===== config.mk =====
export PLATFORM = sky130hd
export DESIGN_NAME = fan_start_stop_calibrator_flat
export DESIGN_NICKNAME = d
export VERILOG_FILES = /design/src/rtl/core/fssc_pkg.sv /design/src/rtl/core/fssc_ifs.sv /design/src/rtl/core/fssc_apb_regs.sv /design/src/rtl/core/fssc_step.sv /design/src/rtl/core/fan_start_stop_calibrator.sv /design/src/flat_wrapper.sv
export SDC_FILE = /design/constraint.sdc
export NUM_CORES = 1
export LEC_CHECK = 0
export BUFFER_PORTS_ARGS = -buffer_cell sky130_fd_sc_hd__buf_2
export CORE_UTILIZATION = 60
export CTS_CLUSTER_SIZE = 10
export DETAILED_ROUTE_END_ITERATION = 10
export HOLD_SLACK_MARGIN = 0.08
export PLACE_DENSITY_LB_ADDON = 0.15
export SLEW_MARGIN = 10
export SYNTH_ARGS = -nofsm -noshare
export SYNTH_HDL_FRONTEND = slang
export SYNTH_HIERARCHICAL = 1
export SYNTH_SLANG_ARGS = --single-unit

===== constraint.sdc =====
create_clock -name clk -period 12.65 [get_ports clk]
set_input_delay 1.8975 -clock clk [delete_from_list [all_inputs] [get_ports clk]]
set_output_delay 1.8975 -clock clk [all_outputs]
set_load 0.01 [all_outputs]

===== src/rtl/core/fssc_pkg.sv =====
// fssc_pkg: shared types, codes and constants of the fan start/stop calibrator
// no dependencies; used by every module of the block
package fssc_pkg;

    // command codes carried in func
    localparam logic [1:0] FUNC_TICK  = 2'd0;
    localparam logic [1:0] FUNC_START = 2'd1;
    localparam logic [1:0] FUNC_ABORT = 2'd2;

    // calibration phase codes
    localparam logic [1:0] PH_IDLE  = 2'd0;
    localparam logic [1:0] PH_FIRST = 2'd1;
    localparam logic [1:0] PH_START = 2'd2;
    localparam logic [1:0] PH_STOP  = 2'd3;

    // duty constants
    localparam logic [7:0] DUTY_FULL   = 8'd255;
    localparam logic [7:0] DUTY_DROP   = 8'd5;
    localparam logic [7:0] DUTY_RAISE  = 8'd2;
    localparam logic [7:0] STOP_MARGIN = 8'd5;

    // register file
    localparam int          APB_ADDR_W    = 3;
    localparam int          APB_DATA_W    = 32;
    localparam logic        REG_LIMIT_SEL = 1'b0;
    localparam logic [7:0]  LIMIT_RESET   = 8'd10;

    // reciprocal of 20 in 16 fractional bits, exact for operands below 16384
    localparam logic [11:0] RECIP20   = 12'd3277;
    localparam int          RECIP20_Q = 16;

    typedef struct packed {
        logic [1:0] phase;
        logic       busy;
        logic [7:0] duty;
        logic [7:0] zero_cnt;
        logic       mode;
        logic [7:0] min_start;
        logic [7:0] min_stop;
        logic       long_wait;
    } cal_state_t;

    typedef struct packed {
        logic [7:0] duty;
        logic       duty_written;
        logic       pwm_mode_on;
        logic       busy_res;
        logic [1:0] phase;
        logic [7:0] min_start;
        logic       min_start_set;
        logic [7:0] min_stop;
        logic       min_stop_set;
        logic       long_wait;
    } cal_result_t;

    // floor(d*19/20) written as d - ceil(d/20)
    function automatic logic [7:0] duty_scale_down(input logic [7:0] d);
        logic [8:0]  num;
        logic [23:0] prod;
        logic [7:0]  q;
        num  = 9'(d) + 9'd19;
        prod = 24'(num) * 24'(RECIP20);
        q    = prod[RECIP20_Q +: 8];
        return d - q;
    endfunction

endpackage


===== src/rtl/core/fssc_ifs.sv =====
// fssc_ifs: valid/ready channel interfaces for command and result transactions
// no dependencies; the result fields mirror cal_result_t of fssc_pkg
interface fssc_cmd_if;
    logic        valid;
    logic        ready;
    logic [1:0]  func;
    logic [15:0] fan_speed;

    modport source (output valid, output func, output fan_speed, input ready);
    modport sink   (input valid, input func, input fan_speed, output ready);
endinterface

interface fssc_res_if;
    logic       valid;
    logic       ready;
    logic [7:0] duty;
    logic       duty_written;
    logic       pwm_mode_on;
    logic       busy_res;
    logic [1:0] phase;
    logic [7:0] min_start;
    logic       min_start_set;
    logic [7:0] min_stop;
    logic       min_stop_set;
    logic       long_wait;

    modport source (output valid, output duty, output duty_written, output pwm_mode_on,
                    output busy_res, output phase, output min_start, output min_start_set,
                    output min_stop, output min_stop_set, output long_wait, input ready);
    modport sink   (input valid, input duty, input duty_written, input pwm_mode_on,
                    input busy_res, input phase, input min_start, input min_start_set,
                    input min_stop, input min_stop_set, input long_wait, output ready);
endinterface


===== src/rtl/core/fssc_apb_regs.sv =====
// fssc_apb_regs: APB register file holding the zero-speed tolerance
// depends on fssc_pkg for address width and reset value
module fssc_apb_regs (
    input  logic                            clk,
    input  logic                            rst_n,
    input  logic                            psel,
    input  logic                            penable,
    input  logic                            pwrite,
    input  logic [fssc_pkg::APB_ADDR_W-1:0] paddr,
    input  logic [fssc_pkg::APB_DATA_W-1:0] pwdata,
    output logic [fssc_pkg::APB_DATA_W-1:0] prdata,
    output logic                            pready,
    output logic [7:0]                      zero_speed_limit
);
    import fssc_pkg::*;

    logic [7:0] limit_reg;
    logic [7:0] limit_next;
    logic       wr_en;

    // write strobe at the access phase
    assign wr_en  = psel && penable && pwrite && (paddr[2] == REG_LIMIT_SEL);
    assign pready = 1'b1;

    always_comb
    begin
        limit_next = limit_reg;
        if (wr_en)
        begin
            limit_next = pwdata[7:0];
        end
    end

    always_ff @(posedge clk or negedge rst_n)
    begin
        if (!rst_n)
        begin
            limit_reg <= LIMIT_RESET;
        end
        else
        begin
            limit_reg <= limit_next;
        end
    end

    // read back
    always_comb
    begin
        prdata = '0;
        if (paddr[2] == REG_LIMIT_SEL)
        begin
            prdata = {{(APB_DATA_W-8){1'b0}}, limit_reg};
        end
    end

    assign zero_speed_limit = limit_reg;
endmodule


===== src/rtl/core/fssc_step.sv =====
// fssc_step: one calibration step, next state and result from current state
// depends on fssc_pkg for state/result structs, codes and the duty scaling function
module fssc_step (
    input  fssc_pkg::cal_state_t  cur,
    input  logic [1:0]            func,
    input  logic                  spinning,
    input  logic [7:0]            zero_speed_limit,
    output fssc_pkg::cal_state_t  nxt,
    output fssc_pkg::cal_result_t res
);
    import fssc_pkg::*;

    logic [7:0] d;
    logic [7:0] down_a;
    logic [7:0] down_b;
    logic [7:0] nv;
    logic       drive;
    logic       zero_done;
    logic [7:0] zero_cnt_tick;
    logic       start_set;
    logic       stop_set;

    assign d = cur.duty;

    // phase 1 candidates
    assign down_a = duty_scale_down(d);
    assign down_b = (d >= DUTY_DROP) ? (d - DUTY_DROP) : 8'd0;

    // zero-speed tolerance counter
    always_comb
    begin
        if (cur.zero_cnt < zero_speed_limit)
        begin
            zero_cnt_tick = cur.zero_cnt + 8'd1;
            zero_done     = 1'b0;
        end
        else
        begin
            zero_cnt_tick = 8'd0;
            zero_done     = 1'b1;
        end
    end

    // step decision
    always_comb
    begin
        nxt       = cur;
        drive     = 1'b0;
        nv        = d;
        start_set = 1'b0;
        stop_set  = 1'b0;
        if (func == FUNC_START)
        begin
            nxt.busy      = 1'b1;
            nxt.phase     = PH_FIRST;
            nxt.mode      = 1'b1;
            drive         = 1'b1;
            nv            = DUTY_FULL;
            nxt.long_wait = 1'b0;
        end
        else if (func == FUNC_ABORT)
        begin
            drive    = 1'b1;
            nv       = DUTY_FULL;
            nxt.busy = 1'b0;
        end
        else if (func == FUNC_TICK && cur.busy)
        begin
            unique case (cur.phase)
                PH_FIRST:
                begin
                    if (spinning)
                    begin
                        drive        = 1'b1;
                        nv           = (down_a < down_b) ? down_a : down_b;
                        nxt.zero_cnt = 8'd0;
                    end
                    else
                    begin
                        nxt.zero_cnt = zero_cnt_tick;
                        if (zero_done)
                        begin
                            nxt.phase     = PH_START;
                            nxt.long_wait = 1'b0;
                        end
                    end
                end
                PH_START:
                begin
                    if (!spinning)
                    begin
                        drive = 1'b1;
                        nv    = (d >= (DUTY_FULL - DUTY_RAISE)) ? DUTY_FULL : (d + DUTY_RAISE);
                    end
                    else
                    begin
                        nxt.phase     = PH_STOP;
                        nxt.long_wait = 1'b1;
                        nxt.min_start = d;
                        start_set     = 1'b1;
                    end
                end
                PH_STOP:
                begin
                    if (spinning)
                    begin
                        drive        = 1'b1;
                        nv           = (d != 8'd0) ? (d - 8'd1) : 8'd0;
                        nxt.zero_cnt = 8'd0;
                    end
                    else
                    begin
                        nxt.zero_cnt = zero_cnt_tick;
                        if (zero_done)
                        begin
                            nxt.phase    = PH_IDLE;
                            nxt.busy     = 1'b0;
                            nxt.min_stop = (d >= (DUTY_FULL - STOP_MARGIN)) ? DUTY_FULL
                                                                             : (d + STOP_MARGIN);
                            stop_set     = 1'b1;
                        end
                    end
                end
                default:
                begin
                    nxt.busy = 1'b0;
                end
            endcase
        end
        if (drive)
        begin
            nxt.duty = nv;
        end
    end

    // result fields show the state after the step
    always_comb
    begin
        res.duty          = nxt.duty;
        res.duty_written  = drive && (nv != d);
        res.pwm_mode_on   = nxt.mode;
        res.busy_res      = nxt.busy;
        res.phase         = nxt.phase;
        res.min_start     = nxt.min_start;
        res.min_start_set = start_set;
        res.min_stop      = nxt.min_stop;
        res.min_stop_set  = stop_set;
        res.long_wait     = nxt.long_wait;
    end
endmodule


===== src/rtl/core/fan_start_stop_calibrator.sv =====
// fan_start_stop_calibrator: top level, input register, state, step logic, result register
// depends on fssc_pkg, fssc_ifs, fssc_apb_regs and fssc_step
//
//  channel  | dir | handshake      | payload
//  ---------+-----+----------------+-------------------------------------------------
//  req      | in  | valid / ready  | func, fan_speed
//  rsp      | out | valid / ready  | duty, duty_written, pwm_mode_on, busy_res, phase,
//           |     |                | min_start(_set), min_stop(_set), long_wait
//  apb      | in  | psel / penable | zero_speed_limit at address 0, pready always high
//
// one result per command; an accepted command is held in the input register, then stepped
// into the result register where it is valid; one command per cycle sustained while rsp.ready
// holds; the step logic between the two registers is combinational and updates the state
// reset clears the state to idle with duty 255 and tolerance 10
// a stalled result holds the result register; the input register fills behind it
// and req.ready drops only when both are full
module fan_start_stop_calibrator (
    input  logic                            clk,
    input  logic                            rst_n,
    fssc_cmd_if.sink                        req,
    fssc_res_if.source                      rsp,
    input  logic                            psel,
    input  logic                            penable,
    input  logic                            pwrite,
    input  logic [fssc_pkg::APB_ADDR_W-1:0] paddr,
    input  logic [fssc_pkg::APB_DATA_W-1:0] pwdata,
    output logic [fssc_pkg::APB_DATA_W-1:0] prdata,
    output logic                            pready
);
    import fssc_pkg::*;

    logic [7:0]  zero_speed_limit;

    logic        in_valid_reg;
    logic [1:0]  in_func_reg;
    logic        in_spin_reg;
    logic        out_valid_reg;
    cal_result_t res_reg;
    cal_state_t  state_reg;
    cal_state_t  state_next;
    cal_result_t res_next;
    logic        advance;

    // configuration registers
    fssc_apb_regs u_regs (
        .clk              (clk),
        .rst_n            (rst_n),
        .psel             (psel),
        .penable          (penable),
        .pwrite           (pwrite),
        .paddr            (paddr),
        .pwdata           (pwdata),
        .prdata           (prdata),
        .pready           (pready),
        .zero_speed_limit (zero_speed_limit)
    );

    // handshake flow
    assign advance   = in_valid_reg && (!out_valid_reg || rsp.ready);
    assign req.ready = !in_valid_reg || advance;

    // input register
    always_ff @(posedge clk or negedge rst_n)
    begin
        if (!rst_n)
        begin
            in_valid_reg <= 1'b0;
        end
        else if (req.ready)
        begin
            in_valid_reg <= req.valid;
        end
    end

    always_ff @(posedge clk)
    begin
        if (req.valid && req.ready)
        begin
            in_func_reg <= req.func;
            in_spin_reg <= (req.fan_speed != 16'd0);
        end
    end

    // step logic
    fssc_step u_step (
        .cur              (state_reg),
        .func             (in_func_reg),
        .spinning         (in_spin_reg),
        .zero_speed_limit (zero_speed_limit),
        .nxt              (state_next),
        .res              (res_next)
    );

    // calibration state
    always_ff @(posedge clk or negedge rst_n)
    begin
        if (!rst_n)
        begin
            state_reg.phase     <= PH_IDLE;
            state_reg.busy      <= 1'b0;
            state_reg.duty      <= DUTY_FULL;
            state_reg.zero_cnt  <= 8'd0;
            state_reg.mode      <= 1'b0;
            state_reg.min_start <= DUTY_FULL;
            state_reg.min_stop  <= DUTY_FULL;
            state_reg.long_wait <= 1'b0;
        end
        else if (advance)
        begin
            state_reg <= state_next;
        end
    end

    // result register
    always_ff @(posedge clk or negedge rst_n)
    begin
        if (!rst_n)
        begin
            out_valid_reg <= 1'b0;
        end
        else if (advance)
        begin
            out_valid_reg <= 1'b1;
        end
        else if (rsp.ready)
        begin
            out_valid_reg <= 1'b0;
        end
    end

    always_ff @(posedge clk)
    begin
        if (advance)
        begin
            res_reg <= res_next;
        end
    end

    // result channel
    assign rsp.valid         = out_valid_reg;
    assign rsp.duty          = res_reg.duty;
    assign rsp.duty_written  = res_reg.duty_written;
    assign rsp.pwm_mode_on   = res_reg.pwm_mode_on;
    assign rsp.busy_res      = res_reg.busy_res;
    assign rsp.phase         = res_reg.phase;
    assign rsp.min_start     = res_reg.min_start;
    assign rsp.min_start_set = res_reg.min_start_set;
    assign rsp.min_stop      = res_reg.min_stop;
    assign rsp.min_stop_set  = res_reg.min_stop_set;
    assign rsp.long_wait     = res_reg.long_wait;

    // a running calibration always sits in one of the active phases
    a_busy_phase: assert property (@(posedge clk) disable iff (!rst_n)
        state_reg.busy |-> (state_reg.phase != PH_IDLE))
        else $error("busy with idle phase");

    // recording the stop duty ends the run
    a_stop_ends: assert property (@(posedge clk) disable iff (!rst_n)
        (out_valid_reg && res_reg.min_stop_set) |-> (!res_reg.busy_res && res_reg.phase == PH_IDLE))
        else $error("min_stop recorded while still running");

    // state moves only with a transaction through the step logic
    a_state_hold: assert property (@(posedge clk) disable iff (!rst_n)
        !advance |=> $stable(state_reg))
        else $error("state changed without a transaction");

    // every stepped command produces a result
    a_result_follows: assert property (@(posedge clk) disable iff (!rst_n)
        advance |=> out_valid_reg)
        else $error("step without result");
endmodule


===== src/flat_wrapper.sv =====
// flat-port wrapper written by rule: the top's interface ports become plain ports
module fan_start_stop_calibrator_flat import fssc_pkg::*;
  (clk, rst_n, psel, penable, pwrite, paddr, pwdata, prdata, pready, req_valid, req_func, req_fan_speed, req_ready, rsp_valid, rsp_duty, rsp_duty_written, rsp_pwm_mode_on, rsp_busy_res, rsp_phase, rsp_min_start, rsp_min_start_set, rsp_min_stop, rsp_min_stop_set, rsp_long_wait, rsp_ready);
  fssc_cmd_if req_i ();
  fssc_res_if rsp_i ();
  input  logic clk;
  input  logic rst_n;
  input  logic psel;
  input  logic penable;
  input  logic pwrite;
  input  logic [fssc_pkg::APB_ADDR_W-1:0] paddr;
  input  logic [fssc_pkg::APB_DATA_W-1:0] pwdata;
  output logic [fssc_pkg::APB_DATA_W-1:0] prdata;
  output logic pready;
  input wire logic [$bits(req_i.valid)-1:0] req_valid;
  input wire logic [$bits(req_i.func)-1:0] req_func;
  input wire logic [$bits(req_i.fan_speed)-1:0] req_fan_speed;
  output wire logic [$bits(req_i.ready)-1:0] req_ready;
  output wire logic [$bits(rsp_i.valid)-1:0] rsp_valid;
  output wire logic [$bits(rsp_i.duty)-1:0] rsp_duty;
  output wire logic [$bits(rsp_i.duty_written)-1:0] rsp_duty_written;
  output wire logic [$bits(rsp_i.pwm_mode_on)-1:0] rsp_pwm_mode_on;
  output wire logic [$bits(rsp_i.busy_res)-1:0] rsp_busy_res;
  output wire logic [$bits(rsp_i.phase)-1:0] rsp_phase;
  output wire logic [$bits(rsp_i.min_start)-1:0] rsp_min_start;
  output wire logic [$bits(rsp_i.min_start_set)-1:0] rsp_min_start_set;
  output wire logic [$bits(rsp_i.min_stop)-1:0] rsp_min_stop;
  output wire logic [$bits(rsp_i.min_stop_set)-1:0] rsp_min_stop_set;
  output wire logic [$bits(rsp_i.long_wait)-1:0] rsp_long_wait;
  input wire logic [$bits(rsp_i.ready)-1:0] rsp_ready;
  assign req_i.valid = req_valid;
  assign req_i.func = req_func;
  assign req_i.fan_speed = req_fan_speed;
  assign req_ready = req_i.ready;
  assign rsp_valid = rsp_i.valid;
  assign rsp_duty = rsp_i.duty;
  assign rsp_duty_written = rsp_i.duty_written;
  assign rsp_pwm_mode_on = rsp_i.pwm_mode_on;
  assign rsp_busy_res = rsp_i.busy_res;
  assign rsp_phase = rsp_i.phase;
  assign rsp_min_start = rsp_i.min_start;
  assign rsp_min_start_set = rsp_i.min_start_set;
  assign rsp_min_stop = rsp_i.min_stop;
  assign rsp_min_stop_set = rsp_i.min_stop_set;
  assign rsp_long_wait = rsp_i.long_wait;
  assign rsp_i.ready = rsp_ready;
  fan_start_stop_calibrator u_core (.clk(clk), .rst_n(rst_n), .req(req_i), .rsp(rsp_i), .psel(psel), .penable(penable), .pwrite(pwrite), .paddr(paddr), .pwdata(pwdata), .prdata(prdata), .pready(pready));
endmodule

==> out/metrics.csv <==
metric,value,unit
outcome,completed,
routedWlPerCell,18.2,µm
insertion_delay,350,ps
cts_tree,done,
post_cts_buffers,0,
largest_reg_flops,37,
rsz0062_at_grt,no,
grt_pass1_vias,5972,
clk_path_buf_depth,2,
drv_slew,0,
grt_max_degree,48,
drtIter0Drc,558,
synth_cells,815,
die_area,13300,µm²
hp-start,u_core/state_reg[17],
n_fill_cell,1010,
min_path_cells,1,
ys.flop_type,edfxtp_1,
grt_pass1_wl,30.1,mm
numCtsBuffers,9,
r2r_setup_slack,1890,ps
drive_gt1_frac,0.226,
routed_wl,18.5,mm
fin_tns_setup,0,ps
grt_use_total,0.294,
whs,518,ps
cap_violations,0,
vias,6005,
antenna_found_initial,0,
hold_end,u_core/state_reg[17],
timing.fmax,92.9,MHz
drc,0,
place_congestion,0.921,
fp.dieH,116,µm
path_class,reg2reg,
grt.busiest_layer,met2,
startpoint_type,register,
port_buffers,75,
coreArea,12600,µm²
period_share,0.851,
yosys.area_share.simple,0.144,
fin_crit,10760,ps
final.setup_skew,7.39,ps
crit_arrival,10830,ps
areaGrowthSynthToFinish,6.01,%
use_met2,0.500,
syn_area,7730,µm²
yosys_warnings,6,
critPathCaptureType,register,
use_met3,0.0628,
cpMostUsedCell,ha_1,
power_density,282,nW/µm²
via_per_inst,5.89,
max_stage_delay,910,ps
cts_sinks,82,
hold_buffers,0,
finalSetupViolCount,0,
start_util,0.615,
boundaryPins,127,
synth_fa_ha_area_frac,0.181,
worst_slew_pin_slew,1020,ps
clk_pin_slew,60,ps
ys_seq_area_frac,0.292,
reg2regPathDepth,37,
drtPass1Iterations,6,
cts_resized,0,
hp-class,reg2reg,
die_width,116,µm
synth_top_family_by_area,adder cells,
synth_area_per_cell,9.48,µm²
gr-total-overflow,0,
hpwl,13.6,mm
ys_ff_latch,82,
fp-row-count,41,
cts_root_buffer,clkbuf_16,
register_area,2260,µm²
async_flop_share,0.573,
final_common_cell,ha_1,
htreeDepth,3,
reg2reg_to,u_core/rsp.duty_written,
worstPathRequired,12720,ps
muxShareOfSynthArea,0.0877,
finalHoldViolations,0,
synth_xor_area_frac,0.0397,
multi_input_area,4700,µm²
peakVddDrop,307,µV
final_cell_mix,"78 x ha_1, 75 x buf_2, 73 x inv_1",
use_met1,0.367,
antenna_cells,0,
synth_compound_area_frac,0.144,
slew_headroom,0.316,
synth_cell_type_count,77,
worstReg2RegStart,u_core/state_reg[26],
ant_nets,0,
synth-edff-count,35,
layout.nets,1002,
cellLeakagePower,3.85,nW
worstPathMaxFanout,20,
cpMaxStageDelayCell,dfstp_2,
[per-layer routing]
| layer | routed length, µm | vias up | part of all wire |
|---|---|---|---|
| li1 | - | 2849 | - |
| met2 | 8940 | 210 | 0.48 |
| met1 | 8090 | 2908 | 0.44 |
| met3 | 1040 | 38 | 0.056 |
| met5 | 0 | - | 0 |
| met4 | 455 | 0 | 0.025 |
[cell type report]
| cell class | count | share of cell area |
|---|---|---|
| multi-input combinational | 594 | 0.573 |
| sequential | 82 | 0.276 |
| timing repair buffer | 81 | 0.0513 |
| inverter | 75 | 0.0344 |
| clock buffer | 9 | 0.0275 |
| tap | 172 | 0.0263 |
| clock inverter | 7 | 0.0115 |
[Yosys cell counts, drive strengths merged (5+ instances only)]
cell type | n | area [µm²]
a211o | 5 | 43.8
a21o | 12 | 90.1
a21oi | 45 | 225
a31oi | 13 | 81.3
and2 | 9 | 56.3
and2b | 8 | 70.1
and3 | 7 | 43.8
buf | 66 | 498
clkbuf | 21 | 78.8
dfrtp | 21 | 526
dfstp | 26 | 683
edfxtp | 35 | 1050
fa | 21 | 420
ha | 78 | 976
inv | 73 | 274
mux2 | 53 | 668
nand2 | 45 | 171
nand2b | 19 | 126
nand3 | 19 | 95.1
nand4 | 7 | 43.8
nor2 | 55 | 206
nor2b | 8 | 50.1
nor3 | 14 | 70.1
nor4 | 6 | 37.5
o21ai | 37 | 185
o22ai | 5 | 31.3
xnor2 | 24 | 210
xor2 | 11 | 96.3
[critical path, delay by kind of cell (launching register included)]
family / cells / cell delay [ps]
compound gates: 12 / 2890
xor+xnor: 5 / 1350
fa+ha+maj: 7 / 2530
buf+inv: 4 / 600
flops: 1 / 910
simple gates: 9 / 2200
[stage by stage]
step | power, W | utilization | cells | instance area (µm²) | worst slack [ps]
2_1_floorplan | 0.00166 | - | 838 | 7820 | 3990
3_3_place_gp | 0.00197 | 0.627 | 1004 | 7880 | 2140
3_5_place_dp | 0.00201 | 0.627 | 1004 | 7880 | 2040
4_1_cts | 0.00231 | 0.652 | 1020 | 8190 | 2000
5_1_grt | 0.00256 | 0.652 | 1020 | 8190 | 1200
6_report | 0.00231 | 0.652 | 1020 | 8190 | 1890
[logic make-up after synthesis]
kind of cell,Yosys count
other,2
adders and majority gates,99
xor gates and xnor gates,35
and+or+nand+nor,212
muxes,54
AOI/OAI and AO/OA,169
DFF,82
buffers and inverters,162
[power breakdown]
group | switching [W] | leakage, nW | internal (W)
logic | 0.000996 | 2.85 | 0.000690
clock network | 0.000106 | 0.153 | 0.000172
registers | 0.0000379 | 0.851 | 0.000313
total | 0.00114 | 3.85 | 0.00117
[how the worst max path moves through the flow]
stage	slack (ps)	startpoint	end
2_1_floorplan	3990	u_core/state_reg[27]	u_core/rsp.duty_written
3_3_place_gp	2140	u_core/state_reg[26]	u_core/rsp.duty_written
3_5_place_dp	2040	u_core/state_reg[26]	u_core/rsp.duty_written
4_1_cts	2000	u_core/state_reg[26]	u_core/rsp.duty_written
5_1_grt	1200	u_core/state_reg[26]	u_core/rsp.duty_written
6_report	1890	u_core/state_reg[26]	u_core/rsp.duty_written
No activity file was read; power rests on OpenSTA's default activity.
